## src/rtl/json_comment_blanker_macros.svh

```systemverilog
// Assertion macros used by the top module of the comment blanker.
`ifndef JSON_COMMENT_BLANKER_MACROS_SVH
`define JSON_COMMENT_BLANKER_MACROS_SVH

// Same-cycle implication, checked on every rising clock edge outside reset.
`define JCB_ASSERT_IMPL(label, ante, cons, msg) \
  label: assert property (@(posedge clk_i) disable iff (!rst_ni) (ante) |-> (cons)) \
    else $error(msg);

// Next-cycle implication, checked on every rising clock edge outside reset.
`define JCB_ASSERT_NEXT(label, ante, cons, msg) \
  label: assert property (@(posedge clk_i) disable iff (!rst_ni) (ante) |=> (cons)) \
    else $error(msg);

`endif

```

## src/rtl/jcb_pkg.sv

```systemverilog
package jcb_pkg;

  localparam int unsigned ByteW    = 8;
  localparam int unsigned CodeW    = 3;
  localparam int unsigned TdataInW  = 8;
  localparam int unsigned TdataOutW = 16;
  localparam int unsigned ApbAddrW = 3;
  localparam int unsigned ApbDataW = 32;

  localparam logic [ByteW-1:0] ChBlank  = 8'h20;
  localparam logic [ByteW-1:0] ChQuote  = 8'h22;
  localparam logic [ByteW-1:0] ChHash   = 8'h23;
  localparam logic [ByteW-1:0] ChStar   = 8'h2A;
  localparam logic [ByteW-1:0] ChSlash  = 8'h2F;
  localparam logic [ByteW-1:0] ChBslash = 8'h5C;
  localparam logic [ByteW-1:0] ChLf     = 8'h0A;
  localparam logic [ByteW-1:0] ChCr     = 8'h0D;
  localparam logic [ByteW-1:0] ChNul    = 8'h00;
  localparam logic [ByteW-1:0] ChLayout = 8'd33;

  localparam logic [CodeW-1:0] CodePlain  = 3'd0;
  localparam logic [CodeW-1:0] CodeString = 3'd1;
  localparam logic [CodeW-1:0] CodeEscape = 3'd2;
  localparam logic [CodeW-1:0] CodeSlash  = 3'd3;
  localparam logic [CodeW-1:0] CodeLine   = 3'd4;
  localparam logic [CodeW-1:0] CodeBlock  = 3'd5;
  localparam logic [CodeW-1:0] CodeStar   = 3'd6;

  localparam logic [0:0] RegNulEnds = 1'b0;

  typedef enum logic [6:0] {
    S_PLAIN  = 7'b0000001,
    S_STRING = 7'b0000010,
    S_ESCAPE = 7'b0000100,
    S_SLASH  = 7'b0001000,
    S_LINE   = 7'b0010000,
    S_BLOCK  = 7'b0100000,
    S_STAR   = 7'b1000000
  } scan_state_e;

  typedef struct packed {
    logic [ByteW-1:0] out_byte;
    scan_state_e      next_state;
  } scan_res_t;

  function automatic logic [CodeW-1:0] scan_code(scan_state_e st);
    logic [CodeW-1:0] code;
    unique case (st)
      S_STRING: code = CodeString;
      S_ESCAPE: code = CodeEscape;
      S_SLASH:  code = CodeSlash;
      S_LINE:   code = CodeLine;
      S_BLOCK:  code = CodeBlock;
      S_STAR:   code = CodeStar;
      default:  code = CodePlain;
    endcase
    return code;
  endfunction

endpackage

```

## src/rtl/json_comment_blanker.sv

```systemverilog
// Channel   | Direction | Beat contents
// s_t*      | in        | tdata[7:0] in_byte; tuser[0] start_of_text
// m_t*      | out       | tdata[7:0] out_byte, tdata[10:8] scan_after, rest zero
// APB       | in/out    | 0x0 nul_ends_text (bit 0)
//
// Each beat passes through the input register and then the output register,
// with the scan logic between them.
// One beat is accepted every cycle while the output side keeps up.
// The scan state advances when a beat moves into the output register.
// A stalled output holds its beat, and the input register holds one more beat.
// Reset clears the valid flags, the scan state and the configuration register.
`include "json_comment_blanker_macros.svh"

module json_comment_blanker (
  input  logic                           clk_i,
  input  logic                           rst_ni,
  input  logic                           s_tvalid,
  output logic                           s_tready,
  input  logic [jcb_pkg::TdataInW-1:0]   s_tdata,  // [7:0] in_byte
  input  logic                           s_tuser,  // [0] start_of_text
  output logic                           m_tvalid,
  input  logic                           m_tready,
  output logic [jcb_pkg::TdataOutW-1:0]  m_tdata,  // [7:0] out_byte, [10:8] scan_after
  input  logic                           psel,
  input  logic                           penable,
  input  logic                           pwrite,
  input  logic [jcb_pkg::ApbAddrW-1:0]   paddr,
  input  logic [jcb_pkg::ApbDataW-1:0]   pwdata,
  output logic [jcb_pkg::ApbDataW-1:0]   prdata,
  output logic                           pready
);
  import jcb_pkg::*;

  logic             in_valid_q;
  logic [ByteW-1:0] in_byte_q;
  logic             in_start_q;
  logic             out_valid_q;
  logic [ByteW-1:0] out_byte_q;
  logic [CodeW-1:0] out_code_q;
  scan_state_e      scan_state_q;
  scan_res_t        scan_res;
  logic             nul_ends;
  logic             advance;
  logic             take;

  jcb_cfg u_cfg (
    .clk_i      (clk_i),
    .rst_ni     (rst_ni),
    .psel       (psel),
    .penable    (penable),
    .pwrite     (pwrite),
    .paddr      (paddr),
    .pwdata     (pwdata),
    .prdata     (prdata),
    .pready     (pready),
    .nul_ends_o (nul_ends)
  );

  jcb_scan u_scan (
    .byte_i     (in_byte_q),
    .start_i    (in_start_q),
    .nul_ends_i (nul_ends),
    .state_i    (scan_state_q),
    .res_o      (scan_res)
  );

  assign advance  = in_valid_q && (!out_valid_q || m_tready);
  assign s_tready = !in_valid_q || advance;
  assign take     = s_tvalid && s_tready;

  always_ff @(posedge clk_i or negedge rst_ni) begin
    if (!rst_ni) begin
      in_valid_q   <= 1'b0;
      out_valid_q  <= 1'b0;
      scan_state_q <= S_PLAIN;
    end else begin
      if (s_tready) begin
        in_valid_q <= s_tvalid;
      end
      if (advance) begin
        out_valid_q  <= 1'b1;
        scan_state_q <= scan_res.next_state;
      end else if (m_tready) begin
        out_valid_q <= 1'b0;
      end
    end
  end

  always_ff @(posedge clk_i) begin
    if (take) begin
      in_byte_q  <= s_tdata[ByteW-1:0];
      in_start_q <= s_tuser;
    end
    if (advance) begin
      out_byte_q <= scan_res.out_byte;
      out_code_q <= scan_code(scan_res.next_state);
    end
  end

  assign m_tvalid = out_valid_q;
  assign m_tdata  = {{(TdataOutW-ByteW-CodeW){1'b0}}, out_code_q, out_byte_q};

  `JCB_ASSERT_IMPL(a_stall_only_when_full, !s_tready,
                   in_valid_q && out_valid_q && !m_tready,
                   "Input stalled although a stage is free.")
  `JCB_ASSERT_NEXT(a_code_matches_state, advance,
                   m_tvalid && (out_code_q == scan_code(scan_state_q)),
                   "Output scan code disagrees with the scan state register.")
  `JCB_ASSERT_NEXT(a_held_beat_stays, in_valid_q && !advance,
                   in_valid_q && $stable(in_byte_q) && $stable(in_start_q),
                   "Input register lost or changed a waiting beat.")
  `JCB_ASSERT_IMPL(a_only_blank_changes, in_valid_q && (scan_res.out_byte != in_byte_q),
                   scan_res.out_byte == ChBlank,
                   "A byte was changed to something other than a space.")

endmodule

```

## src/rtl/jcb_scan.sv

```systemverilog
module jcb_scan (
  input  logic [7:0]           byte_i,
  input  logic                 start_i,
  input  logic                 nul_ends_i,
  input  jcb_pkg::scan_state_e state_i,
  output jcb_pkg::scan_res_t   res_o
);
  import jcb_pkg::*;

  scan_state_e      st;
  logic [ByteW-1:0] kept;

  assign st   = start_i ? S_PLAIN : state_i;
  assign kept = (byte_i < ChLayout) ? byte_i : ChBlank;

  always_comb begin
    res_o.out_byte   = byte_i;
    res_o.next_state = S_PLAIN;
    if (nul_ends_i && (byte_i == ChNul)) begin
      res_o.next_state = S_PLAIN;
    end else begin
      unique case (st)
        S_STRING: begin
          if (byte_i == ChQuote) res_o.next_state = S_PLAIN;
          else if (byte_i == ChBslash) res_o.next_state = S_ESCAPE;
          else res_o.next_state = S_STRING;
        end
        S_ESCAPE: res_o.next_state = S_STRING;
        S_SLASH: begin
          if (byte_i == ChSlash) begin
            res_o.out_byte   = ChBlank;
            res_o.next_state = S_LINE;
          end else if (byte_i == ChStar) begin
            res_o.out_byte   = ChBlank;
            res_o.next_state = S_BLOCK;
          end else begin
            res_o.next_state = S_PLAIN;
          end
        end
        S_LINE: begin
          if ((byte_i == ChLf) || (byte_i == ChCr)) begin
            res_o.next_state = S_PLAIN;
          end else begin
            res_o.out_byte   = ChBlank;
            res_o.next_state = S_LINE;
          end
        end
        S_BLOCK: begin
          if (byte_i == ChStar) begin
            res_o.out_byte   = ChBlank;
            res_o.next_state = S_STAR;
          end else begin
            res_o.out_byte   = kept;
            res_o.next_state = S_BLOCK;
          end
        end
        S_STAR: begin
          if (byte_i == ChSlash) begin
            res_o.out_byte   = ChBlank;
            res_o.next_state = S_PLAIN;
          end else if (byte_i == ChStar) begin
            res_o.out_byte   = ChBlank;
            res_o.next_state = S_STAR;
          end else begin
            res_o.out_byte   = kept;
            res_o.next_state = S_BLOCK;
          end
        end
        default: begin
          if (byte_i == ChQuote) begin
            res_o.next_state = S_STRING;
          end else if (byte_i == ChHash) begin
            res_o.out_byte   = ChBlank;
            res_o.next_state = S_LINE;
          end else if (byte_i == ChSlash) begin
            res_o.out_byte   = ChBlank;
            res_o.next_state = S_SLASH;
          end else begin
            res_o.next_state = S_PLAIN;
          end
        end
      endcase
    end
  end

endmodule

```

## src/rtl/jcb_cfg.sv

```systemverilog
module jcb_cfg (
  input  logic                          clk_i,
  input  logic                          rst_ni,
  input  logic                          psel,
  input  logic                          penable,
  input  logic                          pwrite,
  input  logic [jcb_pkg::ApbAddrW-1:0]  paddr,
  input  logic [jcb_pkg::ApbDataW-1:0]  pwdata,
  output logic [jcb_pkg::ApbDataW-1:0]  prdata,
  output logic                          pready,
  output logic                          nul_ends_o
);
  import jcb_pkg::*;

  logic nul_ends_q, nul_ends_d;
  logic hit;

  assign pready = 1'b1;
  assign hit    = (paddr[ApbAddrW-1] == RegNulEnds);

  always_comb begin
    nul_ends_d = nul_ends_q;
    if (psel && penable && pwrite && pready && hit) begin
      nul_ends_d = pwdata[0];
    end
  end

  always_ff @(posedge clk_i or negedge rst_ni) begin
    if (!rst_ni) begin
      nul_ends_q <= 1'b0;
    end else begin
      nul_ends_q <= nul_ends_d;
    end
  end

  assign prdata     = hit ? {{(ApbDataW-1){1'b0}}, nul_ends_q} : '0;
  assign nul_ends_o = nul_ends_q;

endmodule

```

## config.mk

```make
export PLATFORM = sky130hd
export DESIGN_NAME = json_comment_blanker
export DESIGN_NICKNAME = d
export VERILOG_FILES = /design/src/rtl/jcb_pkg.sv /design/src/rtl/json_comment_blanker.sv /design/src/rtl/jcb_scan.sv /design/src/rtl/jcb_cfg.sv
export VERILOG_INCLUDE_DIRS = /design/src /design/src/rtl
export SDC_FILE = /design/constraint.sdc
export NUM_CORES = 1
export LEC_CHECK = 0
export BUFFER_PORTS_ARGS = -buffer_cell sky130_fd_sc_hd__buf_2
export CORE_ASPECT_RATIO = 0.7
export CORE_MARGIN = 3
export CORE_UTILIZATION = 49
export DETAILED_ROUTE_END_ITERATION = 6
export PLACE_DENSITY = 0.95
export SLEW_MARGIN = 10
export SYNTH_ARGS = -nofsm -noshare
export SYNTH_HDL_FRONTEND = slang
export SYNTH_SLANG_ARGS = --single-unit
```

## constraint.sdc

```tcl
create_clock -name clk_i -period 4.6 [get_ports clk_i]
set_input_delay 0.23 -clock clk_i [delete_from_list [all_inputs] [get_ports clk_i]]
set_output_delay 0.23 -clock clk_i [all_outputs]
set_load 0.05 [all_outputs]
```

==> flow_summary.ini <==
[sta]
final_hold_viol_count = 0
fin_setup_tns_ns = 0
rsz0062_at_grt = false
slew_headroom_pct = 62.5
max_freq_mhz = 477
hold_slack_ns = 0.114
setup_viol = 0
drv_slew = 0
worst_pin_slew_ns = 0.554
finalClockSkew_ns = 0.00444
final.period_utilization_pct = 45.6
min_period_ns = 2.10

[synth]
synth_top_area_share_pct = 31.0
synth-seq-area-share_pct = 44.0
yosys-top-cells-area = edfxtp_1, buf_4, dfrtp_1
synth_edf_count = 20
ys_warn_count = 0
yosysTopAreaCell = edfxtp_1
ys_ff_latch = 30
synth.avg_cell_area_sq_um = 10.2
postSynthCellCount = 190
synth-async-reset-ratio_pct = 33.3
synthDistinctLibCells = 50
synth_ff_type = edfxtp_1
syn_area_sq_um = 1940

[worst_setup_path]
cp_top_family = simple AND/OR/NAND/NOR gates
worstSetupStartpoint = in_start_q
critical-path-max-stage-delay_ns = 0.49
timing.rr.start = in_start_q
required_ns = 4.64
crit_path_top_delay_cell = edfxtp_1
reg2regPathDepth = 6
crit_buf_inv = 0
start_kind = flip-flop
path_max_fanout = 5
cp_cell_sequence = nor4_1 -> nand4b_1 -> a21oi_1 -> nor2_1 -> nand3_1 -> and4bb_1
arrival_ns = 2.14
critical_path_class = flip-flop to flip-flop
rrSetupSlack_ns = 2.50
critPathCaptureType = flip-flop
r2r-end = out_code_q[2]

[cells_and_area]
final_cells = 273
n_antenna_cell = 0
drive_gt1_share_pct = 22.4
final_nets = 273
area_growth_pct = 8.33

[floorplanning]
rows = 18
core_area_sq_um = 3650
die_w_um = 81.1
fp.dieH_um = 58.6
die-area_sq_um = 4760
initial_core_util_pct = 53.1
io_pins = 102

[drt]
routedWlPerCell_um = 13.4
routed_wl_um = 3650
routed_via_density = 5.15
ant_nets = 0
drt-initial-drc-count = 85
dr.pass1.iters = 4
num_vias = 1406
drc = 0

[pwr]
p_comb_share_pct = 20.4
power_density_nw_per_um2 = 345
pwr-share-clk_pct = 35.3
p_sw_mw = 0.231
power.share.sequential_pct = 44.3
sw_frac_of_total_pct = 31.9
leakagePower_nw = 0.910
ir_drop_uv = 218
intPower_mw = 0.493

[clocking]
cts_tree = built
clk_latency_ns = 0.29
root_buffer = clkbuf_8
htree_levels = 2
cts_buffers = 5
clk_pin_slew_worst_paths_ns = 0.06
cts_max_path_buffers = 2
clock_sinks = 30

[global_routing]
overflow = 0
antenna_found_initial = 0
grt_pass1_vias = 1281
grt_first_pass_wirelength_um = 5950
grt_util_all_layers_pct = 16.9
grt_max_degree = 14

[placed_design]
place_hpwl_um = 2810
place_inst = 264
io_buffer_count = 31
gp_congestion = 0.946

[worst_hold_path]
min_path_cells = 1
hp-start = s_tdata[6]
hold_path_end = in_byte_q[6]
hold_path_class = input pin to flip-flop

[flow_run]
cap_violations = 0

[run_status]
status = finished clean
synth_stat cells (all sizes together) (4+ instances only):
| cell | count |
|---|---|
| buf | 40 |
| nand2 | 16 |
| inv | 5 |
| edfxtp | 20 |
| nand4 | 4 |
| nor2 | 13 |
| dfrtp | 9 |
| nand2b | 4 |
| o21ai | 11 |
| nand4b | 4 |
| a21oi | 6 |
| mux2 | 4 |
cells by family after synthesis:
group	synth area share (%)
multiplexers	2.33
other	0.388
XOR/XNOR	0.905
AND/OR/NAND/NOR	23.8
AO/OA/AOI/OAI	11.9
flip-flops	44.0
buffers and inverters	16.7
layout make-up:
| cell class | instances | area [sq um] |
|---|---|---|
| fillers | 347 | 1550 |
| multi-input cells | 148 | 893 |
| flip-flops and latches | 30 | 852 |
| repair buffers | 32 | 165 |
| clock buffers | 7 | 76.3 |
| well taps | 50 | 62.6 |
| clock inverters | 1 | 30.0 |
| inverters | 5 | 18.8 |
metal layers:
metal	share of wire, %	vias to the layer above	GRT usage (%)
met4	1.9	0	7.95
met2	48	54	25.6
li1	-	676	-
met5	0	-	0
met1	43	668	22.3
met3	7.8	8	5.20
power by group through the flow:
| stage | sequential [mW] | combinational, mW | clock [mW] |
|---|---|---|---|
| after floorplan | 0.349 | 0.123 | 0 |
| after global placement | 0.326 | 0.145 | 0 |
| after detailed placement | 0.326 | 0.146 | 0 |
| after CTS | 0.321 | 0.148 | 0.262 |
| after global routing | 0.323 | 0.155 | 0.276 |
| final | 0.321 | 0.147 | 0.256 |
metrics by stage:
step	util (%)	total power [mW]	cell area, sq um	worst slack (ns)
after global routing	57.5	0.755	2100	2.36
after global placement	54.3	0.470	1980	2.57
after floorplan	-	0.473	2070	2.70
after CTS	57.5	0.730	2100	2.55
after detailed placement	54.3	0.472	1980	2.57
final	57.5	0.724	2100	2.50
worst max path at each step:
stage | end | slack (ns) | cells past startpoint
2_1_floorplan | in_byte_q[0] | 2.70 | 2
3_3_place_gp | out_code_q[2] | 2.57 | 5
3_5_place_dp | out_code_q[2] | 2.57 | 5
4_1_cts | out_code_q[2] | 2.55 | 5
5_1_grt | out_code_q[2] | 2.36 | 6
6_report | out_code_q[2] | 2.50 | 6
sequential cells by signal, indices dropped and copies added, names as in the netlist:
name              count
m_tvalid              1
scan_state_q          7
in_byte_q             8
out_byte_q            8
u_cfg.nul_ends_o      1
in_valid_q            1
out_code_q            3
in_start_q            1
timing repair:
action | CTS | global route
hold buffers | 1 | 0
hold endpoints to repair | 9 | 0
gates resized for setup | 0 | 0
buffers inserted | 0 | 0
placed cells by master (no fill, tap or decap), types with 3 or more instances in the layout:
master / n
edfxtp_1: 20
dfrtp_1: 9
nand2_1: 16
nand2b_1: 4
o21ai_0: 10
and2_1: 3
nand4_1: 3
buf_2: 31
a21oi_1: 6
conb_1: 37
nand3_1: 3
clkbuf_8: 5
nor2b_1: 3
inv_1: 5
o211ai_1: 3
mux2_2: 4
nand3b_1: 3
nand4b_1: 4
nor2_1: 12
Note: power is estimated with default switching activity, not from simulation.
